$ cat config.mk
export PLATFORM = sky130hd
export DESIGN_NAME = krt_ctrl
export DESIGN_NICKNAME = d
export VERILOG_FILES = /design/src/rtl/krt_pkg.sv /design/src/rtl/krt_ctrl.sv
export SDC_FILE = /design/constraint.sdc
export NUM_CORES = 1
export LEC_CHECK = 0
export ABC_AREA = 1
export BUFFER_PORTS_ARGS = -buffer_cell sky130_fd_sc_hd__buf_2
export CORE_AREA = 5 5 184 186
export CTS_CLUSTER_DIAMETER = 50
export DETAILED_ROUTE_END_ITERATION = 7
export DIE_AREA = 0 0 189 191
export PLACE_DENSITY_LB_ADDON = 0.1
export SETUP_SLACK_MARGIN = 0.02
export SYNTH_ARGS = -nofsm -noshare
export SYNTH_HDL_FRONTEND = slang
export SYNTH_SLANG_ARGS = --single-unit
$ cat constraint.sdc
create_clock -name i_clk -period 15.85 [get_ports i_clk]
set_input_delay 2.3775 -clock i_clk [delete_from_list [all_inputs] [get_ports i_clk]]
set_output_delay 2.3775 -clock i_clk [all_outputs]
set_load 0.01 [all_outputs]
$ cat src/rtl/krt_pkg.sv
// Package for the keyed registry table: sizes, codes and shared structs.
// Used by every module of the block; no dependencies of its own.
package krt_pkg;

    localparam int TABLE_DEPTH = 64;
    localparam int ADDR_W      = $clog2(TABLE_DEPTH);
    localparam int COUNT_W     = $clog2(TABLE_DEPTH + 1);
    localparam int KEY_W       = 64;
    localparam int VAL_W       = 64;
    localparam int OP_W        = 2;
    localparam int STATUS_W    = 3;
    localparam int LIVE_W      = 7;
    localparam int IN_DATA_W   = 136;
    localparam int OUT_DATA_W  = 80;

    localparam logic [OP_W-1:0] OP_LOOKUP = 2'd0;
    localparam logic [OP_W-1:0] OP_INSERT = 2'd1;
    localparam logic [OP_W-1:0] OP_REMOVE = 2'd2;

    typedef enum logic [STATUS_W-1:0] {
        ST_HIT         = 3'd0,
        ST_MISS        = 3'd1,
        ST_INSERTED    = 3'd2,
        ST_REPLACED    = 3'd3,
        ST_FULL        = 3'd4,
        ST_ZERO        = 3'd5,
        ST_REMOVED     = 3'd6,
        ST_REMOVE_MISS = 3'd7
    } t_status;

    typedef enum logic [2:0] {
        S_IDLE,
        S_SCAN,
        S_RD_LAST,
        S_MOVE,
        S_DONE
    } t_state;

    typedef struct packed {
        logic [KEY_W-1:0] key;
        logic [VAL_W-1:0] val;
    } t_entry;

    typedef struct packed {
        logic              rd_en;
        logic [ADDR_W-1:0] rd_addr;
        logic              wr_en;
        logic [ADDR_W-1:0] wr_addr;
        t_entry            wr_data;
    } t_mem_req;

    typedef struct packed {
        t_status            status;
        logic [VAL_W-1:0]   found;
        logic [COUNT_W-1:0] count;
    } t_result;

endpackage

$ cat src/rtl/krt_ctrl.sv
// Sequencer: scans live slots through the RAM, then returns a hit, replaces,
// appends or swaps the last entry into a hole. Depends on krt_pkg and krt_ram timing.
module krt_ctrl (
    input  logic                       i_clk,
    input  logic                       i_rst_n,
    input  logic                       i_cmd_valid,
    output logic                       o_cmd_ready,
    input  logic [krt_pkg::OP_W-1:0]   i_op,
    input  logic [krt_pkg::KEY_W-1:0]  i_key,
    input  logic [krt_pkg::VAL_W-1:0]  i_val,
    output krt_pkg::t_mem_req          o_mem_req,
    input  krt_pkg::t_entry            i_rd_data,
    output logic                       o_res_valid,
    input  logic                       i_res_ready,
    output krt_pkg::t_result           o_res
);

    krt_pkg::t_state                r_state, n_state;
    logic [krt_pkg::OP_W-1:0]       r_op, n_op;
    logic [krt_pkg::KEY_W-1:0]      r_key, n_key;
    logic [krt_pkg::VAL_W-1:0]      r_val, n_val;
    logic [krt_pkg::COUNT_W-1:0]    r_count, n_count;
    logic [krt_pkg::COUNT_W-1:0]    r_idx, n_idx;
    logic                           r_pend, n_pend;
    logic [krt_pkg::ADDR_W-1:0]     r_rd_addr, n_rd_addr;
    logic [krt_pkg::ADDR_W-1:0]     r_at, n_at;
    krt_pkg::t_status               r_status, n_status;
    logic [krt_pkg::VAL_W-1:0]      r_found, n_found;
    logic                           hit;
    logic                           issue;

    always_ff @(posedge i_clk) begin
        if (!i_rst_n) begin
            r_state <= krt_pkg::S_IDLE;
            r_count <= '0;
            r_pend  <= 1'b0;
        end else begin
            r_state <= n_state;
            r_count <= n_count;
            r_pend  <= n_pend;
        end
        r_op      <= n_op;
        r_key     <= n_key;
        r_val     <= n_val;
        r_idx     <= n_idx;
        r_rd_addr <= n_rd_addr;
        r_at      <= n_at;
        r_status  <= n_status;
        r_found   <= n_found;
    end

    // data from the read issued last cycle lines up with r_rd_addr
    assign hit   = r_pend && (i_rd_data.key == r_key);
    assign issue = !hit && (r_idx < r_count);

    always_comb begin
        n_state   = r_state;
        n_op      = r_op;
        n_key     = r_key;
        n_val     = r_val;
        n_count   = r_count;
        n_idx     = r_idx;
        n_pend    = 1'b0;
        n_rd_addr = r_rd_addr;
        n_at      = r_at;
        n_status  = r_status;
        n_found   = r_found;
        o_mem_req = '0;
        o_cmd_ready = 1'b0;
        o_res_valid = 1'b0;

        unique case (r_state)
            krt_pkg::S_IDLE: begin
                o_cmd_ready = 1'b1;
                if (i_cmd_valid) begin
                    n_op    = i_op;
                    n_key   = i_key;
                    n_val   = i_val;
                    n_idx   = '0;
                    n_found = '0;
                    if (i_op == krt_pkg::OP_INSERT && i_val == '0) begin
                        n_status = krt_pkg::ST_ZERO;
                        n_state  = krt_pkg::S_DONE;
                    end else begin
                        n_state = krt_pkg::S_SCAN;
                    end
                end
            end
            krt_pkg::S_SCAN: begin
                if (issue) begin
                    o_mem_req.rd_en   = 1'b1;
                    o_mem_req.rd_addr = r_idx[krt_pkg::ADDR_W-1:0];
                    n_rd_addr         = r_idx[krt_pkg::ADDR_W-1:0];
                    n_idx             = r_idx + 1'b1;
                    n_pend            = 1'b1;
                end
                if (hit) begin
                    if (r_op == krt_pkg::OP_INSERT) begin
                        o_mem_req.wr_en       = 1'b1;
                        o_mem_req.wr_addr     = r_rd_addr;
                        o_mem_req.wr_data.key = r_key;
                        o_mem_req.wr_data.val = r_val;
                        n_status              = krt_pkg::ST_REPLACED;
                        n_state               = krt_pkg::S_DONE;
                    end else if (r_op == krt_pkg::OP_REMOVE) begin
                        n_at    = r_rd_addr;
                        n_state = krt_pkg::S_RD_LAST;
                    end else begin
                        n_found  = i_rd_data.val;
                        n_status = krt_pkg::ST_HIT;
                        n_state  = krt_pkg::S_DONE;
                    end
                end else if (r_idx >= r_count) begin
                    n_state = krt_pkg::S_DONE;
                    if (r_op == krt_pkg::OP_INSERT) begin
                        if (r_count < krt_pkg::COUNT_W'(krt_pkg::TABLE_DEPTH)) begin
                            o_mem_req.wr_en       = 1'b1;
                            o_mem_req.wr_addr     = r_count[krt_pkg::ADDR_W-1:0];
                            o_mem_req.wr_data.key = r_key;
                            o_mem_req.wr_data.val = r_val;
                            n_count               = r_count + 1'b1;
                            n_status              = krt_pkg::ST_INSERTED;
                        end else begin
                            n_status = krt_pkg::ST_FULL;
                        end
                    end else if (r_op == krt_pkg::OP_REMOVE) begin
                        n_status = krt_pkg::ST_REMOVE_MISS;
                    end else begin
                        n_status = krt_pkg::ST_MISS;
                    end
                end
            end
            krt_pkg::S_RD_LAST: begin
                o_mem_req.rd_en   = 1'b1;
                o_mem_req.rd_addr = krt_pkg::ADDR_W'(r_count - 1'b1);
                n_state           = krt_pkg::S_MOVE;
            end
            krt_pkg::S_MOVE: begin
                // last entry fills the hole; harmless when the hole is the last slot
                o_mem_req.wr_en   = 1'b1;
                o_mem_req.wr_addr = r_at;
                o_mem_req.wr_data = i_rd_data;
                n_count           = r_count - 1'b1;
                n_status          = krt_pkg::ST_REMOVED;
                n_state           = krt_pkg::S_DONE;
            end
            krt_pkg::S_DONE: begin
                o_res_valid = 1'b1;
                if (i_res_ready) begin
                    n_state = krt_pkg::S_IDLE;
                end
            end
            default: begin
                n_state = krt_pkg::S_IDLE;
            end
        endcase
    end

    assign o_res.status = r_status;
    assign o_res.found  = r_found;
    assign o_res.count  = r_count;

    a_count_bound: assert property (@(posedge i_clk) disable iff (!i_rst_n)
        r_count <= krt_pkg::COUNT_W'(krt_pkg::TABLE_DEPTH))
        else $error("live count above table depth");

    a_count_step: assert property (@(posedge i_clk) disable iff (!i_rst_n)
        ($past(i_rst_n) && r_count != $past(r_count)) |->
        (r_count == $past(r_count) + 1'b1 || r_count == $past(r_count) - 1'b1))
        else $error("live count moved by more than one");

    a_wr_in_range: assert property (@(posedge i_clk) disable iff (!i_rst_n)
        o_mem_req.wr_en |->
        ({1'b0, o_mem_req.wr_addr} <= krt_pkg::COUNT_W'(r_count)))
        else $error("slot write beyond the append point");

    a_no_wr_idle: assert property (@(posedge i_clk) disable iff (!i_rst_n)
        (r_state == krt_pkg::S_IDLE || r_state == krt_pkg::S_DONE) |->
        !o_mem_req.wr_en)
        else $error("slot write outside an operation");

endmodule
======== Word level (Yosys, flattened, before mapping) ========
Cells that the tools add are included.
storage, ports and cells
  output and inout bits ................... 218
  bits in registers ....................... 227
operators by class
  reductions and logical operators ........ 18
  add/subtract/negate cells ............... 3
  bitwise operators ....................... 1
  equal/unequal tests ..................... 21
  $lt $le $gt $ge ......................... 3
  multiplexer cells ....................... 42
operators with widths
  cell                                                  number
  2-to-1 mux 135 bit                                    5
  case mux 135 bit (2 select lines)                     1
  2-to-1 mux 64 bit                                     4
  case mux 64 bit (2 select lines)                      1
  equality test 64 bit                                  1
  logical NOT 64 bit                                    1
  2-to-1 mux 7 bit                                      7
  2-to-1 mux 3 bit                                      16
  case mux 7 bit (2 select lines)                       3
  inequality test 2 bit (second input constant)         11
  case mux 3 bit (5 select lines)                       1
  AND reduction 5 bit                                   3
  adder 7 x 1 -> 7 bit (second input constant)          2
  case mux 3 bit (3 select lines)                       1
  >= comparator 7 bit                                   1
  less-than comparator 7 bit                            1
  less-than comparator 7 bit (second input constant)    1
  subtractor 7 x 1 -> 7 bit (second input constant)     1
  equality test 3 x 2 -> 1 bit (second input constant)  2
  AND reduction 2 bit                                   3
  AND reduction 3 bit                                   2
  equality test 2 x 1 -> 1 bit (second input constant)  2
  inequality test 4 bit (second input constant)         1
  AND reduction 4 bit                                   1
  11 further kinds                                      16

======== Longest topological paths before layout ========
Gate-level depths: netlist of the first run.
  depth after elaboration ................. 6
  mapped depth ............................ 15

======== Least setup slack after synthesis of the first run ========
OpenSTA, ideal clock, no wires.
  kind .................................... input-to-reg
  from .................................... in i_cmd_valid
  to ...................................... reg r_key[0] (netlist name) (enable)
  required time ........................... 15,229 ps
  path slack .............................. 7,442 ps
  arrival time ............................ 7,787 ps
  stages on the path ...................... 2
  library setup time ...................... 621 ps
  cell sequence ........................... inv_1 -> nor2_1
between the ends
  word-level cells in the longest chain between the ends .. 1
RTL lines
  element                        RTL line        RTL
  start, declared                krt_ctrl.sv:6   input logic i_cmd_valid,
  AND reduction 2 bit (no line)  --
  end signal, assigned           krt_ctrl.sv:43  r_key <= n_key;
  end, declared                  krt_ctrl.sv:20  logic [krt_pkg::KEY_W-1:0] r_key, n_key;
No other way between the ends.
A chain may end at the register's enable or synchronous reset.

==> results of run 1 <==
==> layout by cell type (no fill, tap or decap), drive strengths merged, types with 5 or more instances in the layout <==
master    n
xnor2    13
diode    13
ha       11
xor2      8
nor3     14
edfxtp  216
o22ai     5
a21oi    19
dfxtp    11
nand3   108
nor4      6
clkbuf   41
nor2    164
nand2   305
clkinv   17
o211ai    6
buf     485
or2       6
o21ai   135
inv     209
nand4    33
==> cells by family (layout without fill, tap and decap cells) <==
group           Yosys count  in the layout  share of synthesized area, %
compound gates          169            169                          7.52
xor+xnor                 21             21                          1.58
fa+ha+maj                11             11                          1.18
buf+inv                 254            754                          8.77
flops                   227            227                          57.5
other cells               0             13                             0
simple gates            639            639                          23.5
==> power by group <==
part	total, µW	internal, µW	leakage [µW]	switching [µW]
Combinational	684	197	0.00478	487
Clock	708	424	0.000529	285
Sequential	959	895	0.00218	64.1
Total	2350	1520	0.00748	836
==> synthesized netlist by cell type, drive strengths merged, types with 5 or more instances <==
| cell type | count | area share (%) |
|---|---|---|
| nand3 | 108 | 4.7 |
| dfxtp | 11 | 1.9 |
| o21ai | 135 | 5.8 |
| o211ai | 6 | 0.39 |
| edfxtp | 216 | 56 |
| xnor2 | 13 | 0.98 |
| inv | 206 | 6.6 |
| xor2 | 8 | 0.60 |
| nand4 | 33 | 1.8 |
| nor2 | 164 | 5.5 |
| nor4 | 6 | 0.32 |
| o22ai | 5 | 0.27 |
| clkbuf | 19 | 0.61 |
| ha | 11 | 1.2 |
| or2 | 6 | 0.32 |
| nand2 | 305 | 10 |
| a21oi | 19 | 0.82 |
| nor3 | 14 | 0.64 |
| buf | 28 | 1.5 |
==> per-stage QoR <==
step / setup slack, ns / cells / hold WS (ns)
final: 7.50 / 2242 / 0.442
after global routing: 7.19 / 2239 / 0.455
after CTS: 7.45 / 2229 / 0.439
after detailed placement: 7.45 / 2167 / 0.433
after global placement: 7.63 / 2167 / 0.433
after floorplan: 7.44 / 1321 / 0.427
==> layout make-up <==
cell class / count / area share, %
clock inverters: 21 / 0.928
repair buffers: 485 / 15.8
multi-input cells: 840 / 25.5
well taps: 408 / 3.29
clock buffers: 41 / 6.00
inverters: 207 / 5.01
diodes: 13 / 0.210
flip-flops and latches: 227 / 43.3
==> state kept, by name, indices dropped and copies added (netlist names) <==
| signal | cells |
|---|---|
| r_at | 6 |
| r_state | 3 |
| r_idx | 7 |
| r_pend | 1 |
| r_found | 64 |
| r_val | 64 |
| r_rd_addr | 6 |
| r_op | 2 |
| r_key | 64 |
| r_count | 7 |
| r_status | 3 |
==> critical path, cell delays in order <==
cell     delay [ns]
buf_2          0.12
xnor2_1        0.42
nand2_1        0.10
nor2_1         0.14
nand2_1        0.08
nor2_1         0.24
nand3_2        0.33
nand2_4        0.73
nand2_2        0.70
o21ai_0        0.41
buf_2          0.18
==> per-layer routing <==
layer  up-vias  track usage, %
met5         -               0
li1       5342               -
met2       487            40.5
met1      5059            27.2
met3        94            6.01
met4        10            9.50
==> worst paths after layout <==
path                  startpoint       endpoint  slack (ns)
setup / recovery  i_rd_data[116]  o_mem_req[65]        7.50
hold / removal      r_rd_addr[3]        r_at[3]        0.44
setup reg to reg       r_key[52]    r_found[56]       12.43
hold reg to reg     r_rd_addr[3]        r_at[3]        0.44
==> summary.txt, run 1 <==
Status
  • Outcome: finished clean

GRT
  • Antenna violations before repair: 15
  • Total Routing Usage GR: 23.2%
  • Overflow after GRT: 0
  • Wire length of the first global-routing pass: 63.7 mm
  • Largest net degree at the start of global routing: 79
  • Number of global-route vias before repair: roughly 11000

Floorplan
  • Die height: roughly 190 µm
  • Width of the chip: around 190 µm
  • Core Region: 32100 µm²
  • Starting density of the core: ~36%
  • Die area: between 30000 and 40000 µm²
  • Number of cell rows: 66
  • Ports placed on the boundary: 480

Setup path
  • Worst setup SP type: input port
  • Largest fanout on the critical path: 76
  • Data arrival, critical path: 5.97 ns
  • Depth of the worst register-to-register path: 10
  • Start-to-end type of the worst setup path: input port to output port
  • Element type at the critical path end: output port
  • Required time of the critical path: 13.47 ns

Route
  • Number of remaining DRC errors: 0
  • Antenna viol nets, final: 0
  • Total via count in the routed design: roughly 11000
  • Highest Signal Layer: met5
  • Number of DRC markers in iteration 0: 853
  • Post-Route M1 WL: 17.1 mm
  • Number of vias per cell: between 4 and 5
  • Metal2 WL: 22.0 mm
  • Met3 wire len: 3.50 mm
  • Number of detailed-route iterations in the first pass: 5
  • Total wire length after detailed routing: ~44 mm
  • Routed wire length per instance: between 15 and 20 µm

Synthesis
  • Number of synthesized flops with an enable pin: 216
  • Portion of the post-synthesis area used by sequential elements: 57.5%
  • Unique masters post-synth: 39
  • Area of the mapped netlist: 11700 µm²
  • Synthesized Nets: 1594
  • Count of synthesis-stage warnings from yosys: 0
  • Post-synthesis register bit count: 227
  • Async S/R FF share, synth: 0%
  • Flip-flop cell with the highest count after synthesis: edfxtp_1
  • Post-synthesis average cell area: 8.83 µm²
  • Cells after synthesis: 1321

Clock tree
  • H-tree depth: 2
  • Num CTS Buffers: 35
  • CTS tree: done
  • Count of hold buffers inserted by post-cts repair: 0
  • Clock latency on the worst-skew pair: 0.51 ns
  • Bufs on Longest Clock Path: 3
  • Clock edge transition at the registers on the reported setup and hold paths: 0.05 ns
  • Cell at the root of the clock tree: clkbuf_16
  • Number of clock sinks: ~230
  • Post-CTS Setup Inserts: 0
  • Post-cts gate resize count: 0

Place
  • Placer's final routability congestion estimate: 0.914
  • Cell area reported after detailed placement: 14400 µm²
  • HPWL after detailed placement: 34.3 mm
  • Number of I/O port buffers: 479

Finish
  • Ratio of cells with drive above 1 in the final layout: 31.0%
  • Count of nets after finishing: 2069
  • Layout Cell Area excl Fill: around 15000 µm²
  • Filler cell count in the final layout: 3223
  • Synth-to-layout area growth: 32.9%
  • Sequential cell area: 6710 µm²
  • Post-Route Utilization: just under 50%
  • Total area of multi-input combinational cells: about 4000 µm²

Timing
  • Maximum clock frequency: 120 MHz
  • Sum of negative setup slack: 0 ns
  • Portion of the clock cycle consumed by the worst path in the final layout: 52.7%
  • Setup clock skew after layout: approximately 0.028 ns
  • Final Hold Viols: 0
  • Fin crit period: 8.35 ns
  • Setup repair after global routing missed its margin: false
  • Slew @ Worst Pin: about 1.2 ns
  • Max transition margin: 21.8%
  • Total count of max-transition violations in the final report: 0
  • Final count of negative-setup-slack endpoints: 0

Hold path
  • Kind of path behind the tightest hold check: flop to flop
  • Worst hold path stage count: 0

Power and ir drop
  • Maximum ir drop on the vdd rail: 0.108 mV
  • Leakage power total: 0.00748 µW
  • Power consumption: 2350 µW
  • Cell Pwr Density: 152 nW/µm²

Run
  • Max capacitance violation total: 0
(Power assumes the default switching activity.)
==> inputs of run 2 (changes only) <==
==> constraint.sdc (replaced) <==
create_clock -name i_clk -period 7.1 [get_ports i_clk]
set_input_delay 1.065 -clock i_clk [delete_from_list [all_inputs] [get_ports i_clk]]
set_output_delay 1.065 -clock i_clk [all_outputs]
set_load 0.01 [all_outputs]
==> summary.txt, run 2 (synthesis gave the netlist of run 1 again) <==
Route
  • Antenna viol nets, final: 0 (unchanged)
  • Number of vias per cell: 4.88 (-0.55%)
  • Number of DRC markers in iteration 0: 632 (-26%)
  • Total wire length after detailed routing: 44.7 mm (+1.3%)
  • Post-Route M1 WL: 17.0 mm (-0.66%)
  • Met3 wire len: 3.95 mm (+13%)
  • Number of remaining DRC errors: 0 (unchanged)
  • Routed wire length per instance: 19.9 µm (+1.2%)
  • Highest Signal Layer: met5
  • Metal2 WL: 22.4 mm (+1.8%)
  • Number of detailed-route iterations in the first pass: 5 (unchanged)
  • Total via count in the routed design: 11000 (-0.37%)

Timing
  • Final count of negative-setup-slack endpoints: 0 (unchanged)
  • Fin crit period: 5.60 ns
  • Final Hold Viols: 0 (unchanged)
  • Sum of negative setup slack: 0 ns (unchanged)
  • Maximum clock frequency: 179 MHz
  • Slew @ Worst Pin: 1.11 ns (-0.0549 ns)
  • Total count of max-transition violations in the final report: 0 (unchanged)
  • Post-route setup slack: 1.50 ns (-6.00 ns)
  • Max transition margin: 25.5% (+3.7 points)
  • Portion of the clock cycle consumed by the worst path in the final layout: 78.8%
  • Setup clock skew after layout: 0.0170 ns (-0.0106 ns)
  • Setup repair after global routing missed its margin: false

Setup path
  • Critical path, cell by cell: buf_2, xnor2_1, nand3_1, nor2_1, nand2_1, nor2_1, nand3_2, nand2_4, nand2_4, nand2_2, o21ai_0, buf_2
  • Start-to-end type of the worst setup path: input port to output port
  • Crit-path slowest cell: nand2_2
  • Largest fanout on the critical path: 77 (+1.3%)
  • Required time of the critical path: 6.03 ns (-7.44 ns)
  • Element type at the critical path end: output port
  • Crit path buf inv count: 2 (unchanged)
  • Depth of the worst register-to-register path: 10 (unchanged)
  • Peak per-stage delay on the critical path: 0.86 ns (+0.13 ns)
  • Worst setup SP type: input port
  • CP top delay family: simple AND/OR/NAND/NOR gates
  • Worst path depth: 12 (+1)
  • Data arrival, critical path: 4.53 ns (-1.44 ns)

Finish
  • Layout Cell Area excl Fill: 15700 µm² (+1.4%)
  • Count of nets after finishing: 2073 (+0.19%)
  • Ratio of cells with drive above 1 in the final layout: 31.1% (about the same)
  • Synth-to-layout area growth: 34.8%
  • Commonest cells after routing, fill and taps aside: buf_2 (479), nand2_1 (301), edfxtp_1 (216), inv_1 (202), nor2_1 (157)
  • Final non-filler cell total: 2246 (+0.18%)
  • Registers with the highest flip-flop counts: r_found: 64 flops, r_key: 64 flops, r_val: 64 flops
  • Most frequent standard cell in the layout excluding fill and tap cells: buf_2
  • Filler cell count in the final layout: 3197 (-0.81%)

Power and ir drop
  • Clk pwr share: 33.8% (+3.7 points)
  • Internal: 3670 µW (+140%)
  • Share of power burned in registers: 38.6% (-2.2 points)
  • Power consumption: 5540 µW (+140%)
  • Switching share of power: 33.8% (-1.7 points)
  • Leakage power total: 0.00760 µW (+1.5%)
  • Cell Pwr Density: 353 nW/µm² (+130%)
  • Maximum ir drop on the vdd rail: 0.242 mV (+120%)
  • Power share of the combinational group: 27.6% (-1.5 points)
  • Sw Pwr: 1880 µW (+120%)

Clock tree
  • H-tree depth: 2 (unchanged)
  • Num CTS Buffers: 38 (+8.6%)
  • Number of clock sinks: 227 (unchanged)
  • Count of hold buffers inserted by post-cts repair: 0 (unchanged)
  • Bufs on Longest Clock Path: 3 (unchanged)
  • CTS tree: done
  • Post-cts gate resize count: 0 (unchanged)
  • Post-CTS Setup Inserts: 0 (unchanged)
  • Clock latency on the worst-skew pair: 0.51 ns (about the same)
  • Cell at the root of the clock tree: clkbuf_16
  • Clock edge transition at the registers on the reported setup and hold paths: 0.05 ns (about the same)

Floorplan
  • Die area: 36100 µm² (unchanged)
  • Ports placed on the boundary: 480 (unchanged)
  • Die height: 191 µm (unchanged)
  • Number of cell rows: 66 (unchanged)
  • Starting density of the core: 36.3% (unchanged)
  • Core Region: 32100 µm² (unchanged)
  • Width of the chip: 189 µm (unchanged)

Place
  • Pre-CTS worst setup slack: 1.47 ns (-5.98 ns)
  • HPWL after detailed placement: 34.8 mm (+1.4%)
  • Cells after DPL: 2168 (+0.046%)
  • Number of I/O port buffers: 479 (unchanged)
  • Cell area reported after detailed placement: 14400 µm² (about the same)
  • Placer's final routability congestion estimate: 0.880 (-3.7%)

GRT
  • Overflow after GRT: 0 (unchanged)
  • Antenna violations before repair: 12 (-3)
  • Number of global-route vias before repair: 10900 (+0.44%)
  • Largest net degree at the start of global routing: 79 (unchanged)
  • Wire length of the first global-routing pass: 65.3 mm (+2.4%)
  • Total Routing Usage GR: 23.7% (+0.57 points)

Hold path
  • Worst hold path stage count: 0 (unchanged)
  • Kind of path behind the tightest hold check: flop to flop

Run
  • Max capacitance violation total: 0 (unchanged)

Status
  • Outcome: finished clean
run 2: cell types whose count changed in the layout (fill, tap and decap cells not counted), sizes merged:
cell	before	now
buf	485	486
clkinvlp	2	0
diode	13	9
bufinv	0	5
clkinv	17	16
clkbuf	41	47
inv	209	208
run 2: layout make-up:
cell class | instances | area [µm²] | share of cell area (%)
flip-flops and latches | 227 | 6710 | 42.7
repair buffers | 486 | 2450 | 15.6
inverters | 207 | 777 | 4.94
multi-input cells | 840 | 3960 | 25.2
clock buffers | 47 | 1050 | 6.67
well taps | 408 | 510 | 3.25
clock inverters | 22 | 246 | 1.57
diodes | 9 | 22.5 | 0.143
run 2: worst paths after layout:
kind / start / slack [ns] / endpoint
max: i_rd_data[104] / 1.50 / o_mem_req[92]
min: r_rd_addr[1] / 0.45 / r_at[1]
max reg2reg: r_key[52] / 3.67 / r_found[53]
min reg2reg: r_rd_addr[1] / 0.45 / r_at[1]
run 2: power groups by stage:
stage                     Combinational, µW  Sequential (µW)  Clock, µW
after floorplan                         775             2280          0
after global placement                 1550             2150          0
after detailed placement               1550             2160          0
after CTS                              1560             2140       1920
after global routing                   1680             2180       1970
final                                  1530             2140       1880
run 2: layer usage:
metal / global-route usage (%) / vias up
met4: 7.74 / 10
met5: 0 / -
met2: 42.1 / 461
li1: - / 5354
met1: 27.6 / 5036
met3: 7.01 / 90
run 2: stage by stage:
step	hold slack, ns	utilization [%]
final	0.446	48.9
after global routing	0.456	48.9
after CTS	0.446	48.9
after detailed placement	0.436	44.8
after global placement	0.434	44.8
after floorplan	0.427	-
